`config.mk`:
```
export PLATFORM = sky130hd
export DESIGN_NAME = battery_supervisor_with_reboot_watchdog
export DESIGN_NICKNAME = d
export VERILOG_FILES = /design/src/rtl/bsrw_pkg.sv /design/src/rtl/bsrw_csr.sv /design/src/rtl/bsrw_monitor.sv /design/src/rtl/bsrw_watchdog.sv /design/src/rtl/battery_supervisor_with_reboot_watchdog.sv
export SDC_FILE = /design/constraint.sdc
export NUM_CORES = 1
export LEC_CHECK = 0
export ABC_CLOCK_PERIOD_IN_PS = 10890
export BUFFER_PORTS_ARGS = -buffer_cell sky130_fd_sc_hd__buf_2
export CAP_MARGIN = 10
export CORE_MARGIN = 3
export CORE_UTILIZATION = 40
export CTS_BUF_LIST = sky130_fd_sc_hd__clkbuf_2 sky130_fd_sc_hd__clkbuf_4 sky130_fd_sc_hd__clkbuf_8
export DETAILED_ROUTE_END_ITERATION = 16
export PLACE_DENSITY = 0.69
export SETUP_SLACK_MARGIN = 0.02
export SYNTH_ARGS = -nofsm -noshare
export SYNTH_HDL_FRONTEND = slang
export SYNTH_SLANG_ARGS = --single-unit
export TNS_END_PERCENT = 100
```
`constraint.sdc`:
```
create_clock -name clock -period 10.89 [get_ports clock]
set_input_delay 2.178 -clock clock [delete_from_list [all_inputs] [get_ports clock]]
set_output_delay 2.178 -clock clock [all_outputs]
set_load 0.02 [all_outputs]
```
`src/rtl/bsrw_pkg.sv`:
```
// ----------------------------------------------------------------------------
// Battery supervisor package
// Shared types and constants for the battery supervisor and reboot watchdog.
// ----------------------------------------------------------------------------
package bsrw_pkg;

   localparam int THRESH_BITS    = 12;
   localparam int TICK_BITS      = 8;
   localparam int KEY_BITS       = 8;
   localparam int CSR_INDEX_BITS = 3;
   localparam int CSR_DATA_BITS  = 32;

   localparam logic [THRESH_BITS-1:0] RST_STANDBY  = 12'h4F5;
   localparam logic [THRESH_BITS-1:0] RST_ALERT    = 12'h585;
   localparam logic [THRESH_BITS-1:0] RST_CURRENT  = 12'h050;
   localparam logic [TICK_BITS-1:0]   RST_UV_TICKS = 8'd10;
   localparam logic [TICK_BITS-1:0]   RST_OC_TICKS = 8'd10;
   localparam int                     RST_WAIT     = 30;

   typedef enum logic [CSR_INDEX_BITS-1:0] {
      CSR_STANDBY_THRESHOLD = 3'd0,
      CSR_ALERT_THRESHOLD   = 3'd1,
      CSR_CURRENT_THRESHOLD = 3'd2,
      CSR_UNDERVOLT_TICKS   = 3'd3,
      CSR_OVERCURRENT_TICKS = 3'd4,
      CSR_DEFAULT_WAIT      = 3'd5
   } csr_index_type;

   typedef struct packed {
      logic [THRESH_BITS-1:0] standby_threshold;
      logic [THRESH_BITS-1:0] alert_threshold;
      logic [THRESH_BITS-1:0] current_threshold;
      logic [TICK_BITS-1:0]   undervolt_ticks;
      logic [TICK_BITS-1:0]   overcurrent_ticks;
   } prot_cfg_type;

   typedef struct packed {
      logic                power_on;
      logic [KEY_BITS-1:0] key_hold;
   } mon_status_type;

endpackage

```
`src/rtl/bsrw_csr.sv`:
```
// ----------------------------------------------------------------------------
// Battery supervisor configuration registers
// Holds the protection thresholds and the default watchdog interval.
// ----------------------------------------------------------------------------
module bsrw_csr #(
   parameter int COUNT_BITS = 32
) (
   input  logic                                   clock,
   input  logic                                   reset,
   input  logic                                   csr_valid,
   output logic                                   csr_ready,
   input  logic [bsrw_pkg::CSR_INDEX_BITS-1:0]    csr_index,
   input  logic [bsrw_pkg::CSR_DATA_BITS-1:0]     csr_wdata,
   output bsrw_pkg::prot_cfg_type                 prot_cfg,
   output logic [COUNT_BITS-1:0]                  default_wait
);
   import bsrw_pkg::*;

   prot_cfg_type            cfg_ff;
   prot_cfg_type            cfg_in;
   logic [COUNT_BITS-1:0]   wait_ff;
   logic [COUNT_BITS-1:0]   wait_in;

   assign csr_ready    = 1'b1;
   assign prot_cfg     = cfg_ff;
   assign default_wait = wait_ff;

   always_comb begin
      cfg_in  = cfg_ff;
      wait_in = wait_ff;
      if (csr_valid) begin
         case (csr_index_type'(csr_index))
            CSR_STANDBY_THRESHOLD: cfg_in.standby_threshold = csr_wdata[THRESH_BITS-1:0];
            CSR_ALERT_THRESHOLD:   cfg_in.alert_threshold   = csr_wdata[THRESH_BITS-1:0];
            CSR_CURRENT_THRESHOLD: cfg_in.current_threshold = csr_wdata[THRESH_BITS-1:0];
            CSR_UNDERVOLT_TICKS:   cfg_in.undervolt_ticks   = csr_wdata[TICK_BITS-1:0];
            CSR_OVERCURRENT_TICKS: cfg_in.overcurrent_ticks = csr_wdata[TICK_BITS-1:0];
            CSR_DEFAULT_WAIT:      wait_in                  = csr_wdata[COUNT_BITS-1:0];
            default: begin
               cfg_in  = cfg_ff;
               wait_in = wait_ff;
            end
         endcase
      end
   end

   always_ff @(posedge clock) begin
      if (reset) begin
         cfg_ff.standby_threshold <= RST_STANDBY;
         cfg_ff.alert_threshold   <= RST_ALERT;
         cfg_ff.current_threshold <= RST_CURRENT;
         cfg_ff.undervolt_ticks   <= RST_UV_TICKS;
         cfg_ff.overcurrent_ticks <= RST_OC_TICKS;
         wait_ff                  <= COUNT_BITS'(RST_WAIT);
      end else begin
         cfg_ff  <= cfg_in;
         wait_ff <= wait_in;
      end
   end

endmodule

```
`src/rtl/bsrw_monitor.sv`:
```
// ----------------------------------------------------------------------------
// Battery supervisor sample monitor
// Halving averages, under-voltage and over-current shutdown, key hold count.
// ----------------------------------------------------------------------------
module bsrw_monitor #(
   parameter int SAMPLE_BITS = 12
) (
   input  logic                             clock,
   input  logic                             reset,
   input  logic                             step,
   input  logic                             tick,
   input  logic [SAMPLE_BITS-1:0]           vbat_sample,
   input  logic [SAMPLE_BITS-1:0]           isense_sample,
   input  logic                             acc_absent,
   input  logic                             key_pressed,
   input  bsrw_pkg::prot_cfg_type           prot_cfg,
   output logic [SAMPLE_BITS-1:0]           vbat_avg_in,
   output logic [SAMPLE_BITS-1:0]           isense_avg_in,
   output bsrw_pkg::mon_status_type         status
);
   import bsrw_pkg::*;

   localparam int CMP_BITS = (SAMPLE_BITS > THRESH_BITS) ? SAMPLE_BITS : THRESH_BITS;

   logic [SAMPLE_BITS-1:0] vbat_avg_ff;
   logic [SAMPLE_BITS-1:0] isense_avg_ff;
   logic [SAMPLE_BITS:0]   vbat_sum;
   logic [SAMPLE_BITS:0]   isense_sum;
   logic [TICK_BITS-1:0]   uv_count_ff;
   logic [TICK_BITS-1:0]   uv_count_in;
   logic [TICK_BITS-1:0]   oc_count_ff;
   logic [TICK_BITS-1:0]   oc_count_in;
   logic [KEY_BITS-1:0]    key_count_ff;
   logic [KEY_BITS-1:0]    key_count_in;
   logic                   enabled_ff;
   logic                   enabled_in;
   logic [CMP_BITS-1:0]    vbat_cmp;
   logic [CMP_BITS-1:0]    isense_cmp;
   logic                   below_standby;
   logic                   below_alert;
   logic                   over_current;

   assign vbat_sum   = {1'b0, vbat_avg_ff} + {1'b0, vbat_sample};
   assign isense_sum = {1'b0, isense_avg_ff} + {1'b0, isense_sample};

   assign vbat_avg_in   = tick ? vbat_sum[SAMPLE_BITS:1] : vbat_avg_ff;
   assign isense_avg_in = tick ? isense_sum[SAMPLE_BITS:1] : isense_avg_ff;

   assign vbat_cmp      = CMP_BITS'(vbat_sum[SAMPLE_BITS:1]);
   assign isense_cmp    = CMP_BITS'(isense_sum[SAMPLE_BITS:1]);
   assign below_standby = vbat_cmp < CMP_BITS'(prot_cfg.standby_threshold);
   assign below_alert   = vbat_cmp < CMP_BITS'(prot_cfg.alert_threshold);
   assign over_current  = isense_cmp > CMP_BITS'(prot_cfg.current_threshold);

   // The checks use the averages already updated with this beat's samples.
   always_comb begin
      uv_count_in  = uv_count_ff;
      oc_count_in  = oc_count_ff;
      enabled_in   = enabled_ff;
      key_count_in = key_count_ff;
      if (tick) begin
         if (below_standby) begin
            if (uv_count_ff > prot_cfg.undervolt_ticks) begin
               enabled_in  = 1'b0;
               uv_count_in = '0;
            end else if (uv_count_ff != '1) begin
               uv_count_in = uv_count_ff + TICK_BITS'(1);
            end
            oc_count_in = '0;
         end else if (below_alert) begin
            if (acc_absent && over_current) begin
               if (oc_count_ff < prot_cfg.overcurrent_ticks) begin
                  oc_count_in = oc_count_ff + TICK_BITS'(1);
               end else begin
                  enabled_in  = 1'b0;
                  oc_count_in = '0;
               end
            end else begin
               oc_count_in = '0;
            end
            uv_count_in = '0;
         end else begin
            uv_count_in = '0;
            oc_count_in = '0;
         end

         if (!key_pressed) begin
            key_count_in = '0;
         end else if (key_count_ff != '1) begin
            key_count_in = key_count_ff + KEY_BITS'(1);
         end
      end
   end

   assign status.power_on = enabled_in;
   assign status.key_hold = key_count_in;

   always_ff @(posedge clock) begin
      if (reset) begin
         vbat_avg_ff   <= '0;
         isense_avg_ff <= '0;
         uv_count_ff   <= '0;
         oc_count_ff   <= '0;
         key_count_ff  <= '0;
         enabled_ff    <= 1'b1;
      end else if (step) begin
         vbat_avg_ff   <= vbat_avg_in;
         isense_avg_ff <= isense_avg_in;
         uv_count_ff   <= uv_count_in;
         oc_count_ff   <= oc_count_in;
         key_count_ff  <= key_count_in;
         enabled_ff    <= enabled_in;
      end
   end

endmodule

```
`src/rtl/bsrw_watchdog.sv`:
```
// ----------------------------------------------------------------------------
// Battery supervisor reboot watchdog
// Start delay and watchdog interval counters, fed by feed beats.
// ----------------------------------------------------------------------------
module bsrw_watchdog #(
   parameter int COUNT_BITS = 32
) (
   input  logic                  clock,
   input  logic                  reset,
   input  logic                  step,
   input  logic                  feed,
   input  logic                  acc_absent,
   input  logic                  power_on,
   input  logic [COUNT_BITS-1:0] start_wait,
   input  logic [COUNT_BITS-1:0] between_wait,
   input  logic [COUNT_BITS-1:0] default_wait,
   output logic                  reboot,
   output logic [COUNT_BITS-1:0] start_count_in,
   output logic [COUNT_BITS-1:0] between_count_in,
   output logic [COUNT_BITS-1:0] between_limit_in
);
   import bsrw_pkg::*;

   logic [COUNT_BITS-1:0] start_count_ff;
   logic [COUNT_BITS-1:0] between_count_ff;
   logic [COUNT_BITS-1:0] start_limit_ff;
   logic [COUNT_BITS-1:0] start_limit_in;
   logic [COUNT_BITS-1:0] between_limit_ff;
   logic [COUNT_BITS-1:0] advanced;

   always_comb begin
      start_count_in   = start_count_ff;
      between_count_in = between_count_ff;
      start_limit_in   = start_limit_ff;
      between_limit_in = between_limit_ff;
      advanced         = between_count_ff;
      reboot           = 1'b0;
      if (feed) begin
         // The start delay is treated as already served after a feed.
         start_limit_in   = (start_wait == '0) ? default_wait : start_wait;
         start_count_in   = start_limit_in;
         between_limit_in = (between_wait == '0) ? default_wait : between_wait;
         between_count_in = '0;
      end else if (!acc_absent && power_on) begin
         if (start_count_ff < start_limit_ff) begin
            start_count_in = start_count_ff + COUNT_BITS'(1);
         end else if (between_count_ff != '1) begin
            advanced         = between_count_ff + COUNT_BITS'(1);
            between_count_in = advanced;
         end
         if (between_count_in > between_limit_ff) begin
            reboot           = 1'b1;
            start_count_in   = '0;
            between_count_in = '0;
         end
      end
   end

   always_ff @(posedge clock) begin
      if (reset) begin
         start_count_ff   <= '0;
         between_count_ff <= '0;
         start_limit_ff   <= COUNT_BITS'(RST_WAIT);
         between_limit_ff <= COUNT_BITS'(RST_WAIT);
      end else if (step) begin
         start_count_ff   <= start_count_in;
         between_count_ff <= between_count_in;
         start_limit_ff   <= start_limit_in;
         between_limit_ff <= between_limit_in;
      end
   end

endmodule

```
`src/rtl/battery_supervisor_with_reboot_watchdog.sv`:
```
// ----------------------------------------------------------------------------
// Battery supervisor with reboot watchdog
// Top level: input stage, monitor, watchdog and result register.
// ----------------------------------------------------------------------------
// Each beat on the req_ channel is either a one-second tick (req_mode 0)
// carrying battery and current samples plus the accessory and key pins, or a
// watchdog feed (req_mode 1) carrying new start and watchdog intervals.
// Every beat produces exactly one beat on the rsp_ channel with the power
// state, the reboot flag and the updated counters and averages.
// A beat is captured in an input register; once the result register is free
// or drains, the monitor and watchdog logic compute the new state and load
// the result register. While the receiver does not stall, one beat is taken
// every cycle: the throughput is set by the single state update per cycle.
// When the receiver stalls, the result register holds its beat and the
// input register fills; req_ready then drops until rsp_ready returns, and
// no beat is lost or repeated.
// The csr_ channel is always ready and writes the thresholds and the default
// interval; write it only while no beat is in flight, which goes unchecked.
// Synchronous reset empties both registers, turns power on, clears the
// averages and counters and sets both intervals to thirty ticks.
// ----------------------------------------------------------------------------
module battery_supervisor_with_reboot_watchdog #(
   parameter int SAMPLE_BITS = 12,
   parameter int COUNT_BITS  = 32
) (
   input  logic                                clock,
   input  logic                                reset,
   input  logic                                req_valid,
   output logic                                req_ready,
   input  logic                                req_mode,
   input  logic [SAMPLE_BITS-1:0]              req_vbat_sample,
   input  logic [SAMPLE_BITS-1:0]              req_isense_sample,
   input  logic                                req_acc_absent,
   input  logic                                req_key_pressed,
   input  logic [COUNT_BITS-1:0]               req_start_wait,
   input  logic [COUNT_BITS-1:0]               req_between_wait,
   output logic                                rsp_valid,
   input  logic                                rsp_ready,
   output logic                                rsp_power_on,
   output logic                                rsp_reboot_request,
   output logic [COUNT_BITS-1:0]               rsp_start_count,
   output logic [COUNT_BITS-1:0]               rsp_between_count,
   output logic [COUNT_BITS-1:0]               rsp_between_limit,
   output logic [SAMPLE_BITS-1:0]              rsp_vbat_average,
   output logic [SAMPLE_BITS-1:0]              rsp_isense_average,
   output logic [bsrw_pkg::KEY_BITS-1:0]       rsp_key_hold_time,
   input  logic                                csr_valid,
   output logic                                csr_ready,
   input  logic [bsrw_pkg::CSR_INDEX_BITS-1:0] csr_index,
   input  logic [bsrw_pkg::CSR_DATA_BITS-1:0]  csr_wdata
);
   import bsrw_pkg::*;

   prot_cfg_type            prot_cfg;
   logic [COUNT_BITS-1:0]   default_wait;
   mon_status_type          status;

   logic                    in_valid_ff;
   logic                    in_mode_ff;
   logic [SAMPLE_BITS-1:0]  in_vbat_ff;
   logic [SAMPLE_BITS-1:0]  in_isense_ff;
   logic                    in_acc_absent_ff;
   logic                    in_key_ff;
   logic [COUNT_BITS-1:0]   in_start_wait_ff;
   logic [COUNT_BITS-1:0]   in_between_wait_ff;
   logic                    advance;
   logic                    req_fire;

   logic [SAMPLE_BITS-1:0]  vbat_avg_in;
   logic [SAMPLE_BITS-1:0]  isense_avg_in;
   logic                    reboot;
   logic [COUNT_BITS-1:0]   start_count_in;
   logic [COUNT_BITS-1:0]   between_count_in;
   logic [COUNT_BITS-1:0]   between_limit_in;

   logic                    out_valid_ff;
   logic                    out_power_on_ff;
   logic                    out_reboot_ff;
   logic [COUNT_BITS-1:0]   out_start_count_ff;
   logic [COUNT_BITS-1:0]   out_between_count_ff;
   logic [COUNT_BITS-1:0]   out_between_limit_ff;
   logic [SAMPLE_BITS-1:0]  out_vbat_avg_ff;
   logic [SAMPLE_BITS-1:0]  out_isense_avg_ff;
   logic [KEY_BITS-1:0]     out_key_hold_ff;

   // The held beat moves on whenever the result register is free or drains.
   assign advance   = in_valid_ff && (!out_valid_ff || rsp_ready);
   assign req_ready = !in_valid_ff || advance;
   assign req_fire  = req_valid && req_ready;

   bsrw_csr #(
      .COUNT_BITS (COUNT_BITS)
   ) u_csr (
      .clock        (clock),
      .reset        (reset),
      .csr_valid    (csr_valid),
      .csr_ready    (csr_ready),
      .csr_index    (csr_index),
      .csr_wdata    (csr_wdata),
      .prot_cfg     (prot_cfg),
      .default_wait (default_wait)
   );

   bsrw_monitor #(
      .SAMPLE_BITS (SAMPLE_BITS)
   ) u_monitor (
      .clock         (clock),
      .reset         (reset),
      .step          (advance),
      .tick          (!in_mode_ff),
      .vbat_sample   (in_vbat_ff),
      .isense_sample (in_isense_ff),
      .acc_absent    (in_acc_absent_ff),
      .key_pressed   (in_key_ff),
      .prot_cfg      (prot_cfg),
      .vbat_avg_in   (vbat_avg_in),
      .isense_avg_in (isense_avg_in),
      .status        (status)
   );

   bsrw_watchdog #(
      .COUNT_BITS (COUNT_BITS)
   ) u_watchdog (
      .clock            (clock),
      .reset            (reset),
      .step             (advance),
      .feed             (in_mode_ff),
      .acc_absent       (in_acc_absent_ff),
      .power_on         (status.power_on),
      .start_wait       (in_start_wait_ff),
      .between_wait     (in_between_wait_ff),
      .default_wait     (default_wait),
      .reboot           (reboot),
      .start_count_in   (start_count_in),
      .between_count_in (between_count_in),
      .between_limit_in (between_limit_in)
   );

   always_ff @(posedge clock) begin
      if (reset) begin
         in_valid_ff <= 1'b0;
      end else if (req_ready) begin
         in_valid_ff <= req_valid;
      end
   end

   always_ff @(posedge clock) begin
      if (req_fire) begin
         in_mode_ff         <= req_mode;
         in_vbat_ff         <= req_vbat_sample;
         in_isense_ff       <= req_isense_sample;
         in_acc_absent_ff   <= req_acc_absent;
         in_key_ff          <= req_key_pressed;
         in_start_wait_ff   <= req_start_wait;
         in_between_wait_ff <= req_between_wait;
      end
   end

   always_ff @(posedge clock) begin
      if (reset) begin
         out_valid_ff <= 1'b0;
      end else if (advance) begin
         out_valid_ff <= 1'b1;
      end else if (rsp_ready) begin
         out_valid_ff <= 1'b0;
      end
   end

   always_ff @(posedge clock) begin
      if (advance) begin
         out_power_on_ff      <= status.power_on;
         out_reboot_ff        <= reboot;
         out_start_count_ff   <= start_count_in;
         out_between_count_ff <= between_count_in;
         out_between_limit_ff <= between_limit_in;
         out_vbat_avg_ff      <= vbat_avg_in;
         out_isense_avg_ff    <= isense_avg_in;
         out_key_hold_ff      <= status.key_hold;
      end
   end

   assign rsp_valid          = out_valid_ff;
   assign rsp_power_on       = out_power_on_ff;
   assign rsp_reboot_request = out_reboot_ff;
   assign rsp_start_count    = out_start_count_ff;
   assign rsp_between_count  = out_between_count_ff;
   assign rsp_between_limit  = out_between_limit_ff;
   assign rsp_vbat_average   = out_vbat_avg_ff;
   assign rsp_isense_average = out_isense_avg_ff;
   assign rsp_key_hold_time  = out_key_hold_ff;

endmodule

```
==> run summary <==
* **run status** finished, final reports clean
* **synthesized flop and latch total** 484
* **routability congestion estimate** 0.929
* **Starting DRT DRC Count** 2,053
* **Max stage delay cell, worst path** buf_4
* **overall power** 4.37 mW
* **RSZ-0062 raised after global routing** no
* **synthesized area divided by synthesized cell count** 9.25 um2
* **number of vias in the routed layout** 20.2k
* **total area of sequential cells** 11,900 um2
* **depth of the worst register-to-register path** 19
* **I/O pin cnt** 264
* **Final Hold Fails** 0
* **asr flop ratio synth** 0
* **commonest cells in the netlist** nand2_1 (361), a21oi_1 (288), dfxtp_1 (263)
* **TNS Setup** 0 ns
* **standard cell area after detailed placement** 26,000 um2
* **endpoint arrival time on the critical path** 6.61 ns
* **number of enable flip-flop cells after synthesis** 221
* **DR vias/cell** 5.51
* **Setup Skew** 0.0337 ns
* **DRC violation count after routing** 0
* **Routed wire per std cell** 19.9 um
* **Relative slew margins** 0.174
* **complex-gate fraction of the synthesized area** 0.165
* **R2R setup slack** 4.65 ns
* **largest family of logic cells by synthesized area** simple AND/OR/NAND/NOR gates
* **final instance area** 27,700 um2
* **largest area contributor in the netlist** edfxtp_1
* **worst hold slack across all endpoints** 0.453 ns
* **delay of the slowest cell on the worst path** 0.56 ns
* **proportion of synthesized chip area in sequential cells** 0.496
* **endpoint type of the worst setup path** flip-flop
* **die height** 251 um
* **Pwr per Cell Area** 158 nW/um2
* **# fillers** 5,701
* **TritonCTS clock tree** built
* **endpoints failing setup** 0
* **Die ar.** 63,000 um2
* **critical path class** reg2reg
* **Adder-Cell Fraction of Synth Area** 0.0741
* **worst-case clock buffer depth** 3
* **most numerous cell in the Yosys netlist** nand2_1
* **Setup Fix Bufs, Post-CTS** 0
* **capture point of the critical path** rsp_start_count[31]
* **Synth warnings** 0
* **multiplexer fraction of the synthesized cell area** 0.00318
* **global router's overall resource usage** 0.226
* **Cell Chain, Critical Path** ha_1 > nand2_1 > or3_1 > or4_4 > and2_4 > a22oi_4 > buf_4 > nor3_1 > nand3_1 > xnor2_1 > ha_1 > and4_1 > nand3_1 > or3_1 > a31oi_1 > o22ai_1 > o21ai_4 > buf_4 > o22ai_1
* **largest driver fanout on the critical path** 51
* **cts-stage hold buffer count** 0
* **worst setup path startpoint** u_watchdog.between_count_ff[0]
* **Max-Cap Viols** 0
* **Rows** 89
* **wire length of the first global-routing pass** 110 mm
* **synthesized instance count** 2,595
* **top cells by area, synth** edfxtp_1 (28%), dfxtp_1 (22%), ha_1 (7.2%), a21oi_1 (6.0%), nand2_1 (5.6%)
* **endpoint of the worst-slack reg-to-reg timing path** rsp_start_count[31]
* **Syn-to-layout area delta** 15.4%
* **DP Wirelength** 53.1 mm
* **number of distinct library cells after synthesis** 75
* **number of pins exceeding their max-slew limit in the final report** 0
* **total wirelength of the detailed-routed design** 73.2 mm
* **post-synthesis instance area** 24,000 um2
* **dominant register cell in the synthesized netlist** dfxtp_1
* **highest achievable clock rate** 160 MHz
* **number of antenna violations at the first check in global routing** 7
* **Worst Max-Slew Pin Slew** 1.23 ns
* **simple logic cell fraction of the synthesized area** 0.172
* **number of buffers created by CTS** 82
* **starting density of the core** 0.405
* **post-synth net total** 2,867
* **Clock H-tree levels** 3
* **Critical Path RT** 11.26 ns
* **share of the synthesized netlist area taken by xor and xnor gates** 0.0427
* **time the final worst path needs with I/O delays and setup** 6.24 ns
* **residual antenna-violating net count after detailed routing** 0
* **Core Box Area** 59,200 um2
* **clock root buffer master** clkbuf_8
* **PostCTS Resize Cnt** 0
* **clock latency at the later pin of the worst-skew pair** 0.66 ns
* **vias in the first global route** 18.6k
* **largest net degree at the start of global routing** 99
* **startpoint of the lowest-slack register-to-register path** u_watchdog.between_count_ff[0]
* **Util after Layout** 0.468
* **IO buf count** 262
* **share of post-route cells with drive strength above 1** 0.162
* **multi-input gate area in the final layout** 11,000 um2
* **clock slew at reported path FFs** 0.07 ns
* **global route total overflow** 0
* **width of the die** 251 um
* **final worst-path cycle share** 0.573
* **hold crit path type** reg2reg
* **count of clock tree sinks** 484
* **Pre-Repair DR Iteration Count** 5
* **net count reported at finish** 3,093
* **Critical Path Source Type** flip-flop
* **top cell type's share of synthesized area** 0.276
* **Max rail drop VDD** 91.9 uV
* **P_leak** 10.7 nW
==> worst max-delay path, delay by kind of cell (launching register included) <==
kind / cells / cell delay [ns]
and+or+nand+nor: 9 / 2.33
adders and majority gates: 2 / 0.66
buffers and inverters: 2 / 0.94
DFF: 1 / 0.47
AOI/OAI and AO/OA: 5 / 1.44
xor gates and xnor gates: 1 / 0.08
==> layout by cell type (no fill, tap or decap), types with 39 or more instances in the layout <==
cell type / count
nand2_1: 361
a21oi_1: 286
dfxtp_1: 263
buf_2: 261
edfxtp_1: 221
nor2_1: 213
inv_1: 145
ha_1: 139
clkbuf_8: 97
o21ai_0: 79
xnor2_1: 78
a211oi_1: 68
nand3_1: 64
nor3_1: 54
nand4_1: 43
xor2_1: 39
==> flip-flops by register name (all words and copies together), names as in the netlist, 8 cells and up <==
| signal | cells |
|---|---|
| u_csr.prot_cfg | 52 |
| in_between_wait_ff | 32 |
| in_start_wait_ff | 32 |
| rsp_between_count | 32 |
| rsp_between_limit | 32 |
| rsp_start_count | 32 |
| u_csr.default_wait | 32 |
| u_watchdog.between_count_ff | 32 |
| u_watchdog.between_limit_ff | 32 |
| u_watchdog.start_count_ff | 32 |
| u_watchdog.start_limit_ff | 32 |
| in_isense_ff | 12 |
| in_vbat_ff | 12 |
| rsp_isense_average | 12 |
| rsp_vbat_average | 12 |
| u_monitor.isense_avg_ff | 12 |
| u_monitor.vbat_avg_ff | 12 |
| rsp_key_hold_time | 8 |
| u_monitor.key_count_ff | 8 |
| u_monitor.oc_count_ff | 8 |
| u_monitor.uv_count_ff | 8 |
==> area by class of cell <==
| cell class | instances | area share |
|---|---|---|
| sequential | 484 | 0.429 |
| multi-input combinational | 1818 | 0.398 |
| clock buffer | 129 | 0.0568 |
| timing repair buffer | 288 | 0.0546 |
| tap | 773 | 0.0349 |
| inverter | 147 | 0.0201 |
| clock inverter | 23 | 0.00564 |
| antenna | 7 | 0.000632 |
==> per-stage QoR <==
| stage | setup WS, ns | std cells |
|---|---|---|
| detailed placement | 4.69 | 3510 |
| global placement | 4.96 | 3510 |
| floorplan | 3.76 | 2595 |
| CTS | 4.69 | 3662 |
| global route | 4.19 | 3666 |
| finish | 4.65 | 3669 |
==> how the worst min path moves through the flow <==
stage | startpoint | end | slack (ns) | cells after the start
2_1_floorplan | u_csr.prot_cfg[40] | u_csr.prot_cfg[40] | 0.44 | 2
4_1_cts | u_csr.prot_cfg[15] | u_csr.prot_cfg[15] | 0.46 | 2
3_3_place_gp | u_csr.prot_cfg[15] | u_csr.prot_cfg[15] | 0.44 | 2
3_5_place_dp | u_csr.prot_cfg[15] | u_csr.prot_cfg[15] | 0.45 | 2
6_report | u_csr.prot_cfg[29] | u_csr.prot_cfg[29] | 0.45 | 2
5_1_grt | u_csr.prot_cfg[32] | u_csr.prot_cfg[32] | 0.47 | 2
==> report_power, final <==
part | total (mW) | internal, mW | switching, mW | leakage [nW]
Combinational | 0.599 | 0.187 | 0.413 | 5.52
Clock | 1.71 | 0.965 | 0.744 | 0.922
Sequential | 2.06 | 2.00 | 0.0614 | 4.24
==> metal layers <==
metal,vias to the layer above,part of all wire,track usage
met4,2,0.033,0.0943
met3,126,0.086,0.0564
li1,9777,-,-
met2,803,0.42,0.320
met5,-,0.000096,0
met1,9499,0.46,0.330
==> cells by family (layout without fill, tap and decap cells) <==
kind of cell    Yosys count  after routing
fa+ha+maj               141            141
xor+xnor                117            117
simple gates            904            904
compound gates          648            648
buf+inv                 293            587
other cells               1              8
mux                       7              7
flops                   484            484
(Power assumes the default switching activity.)
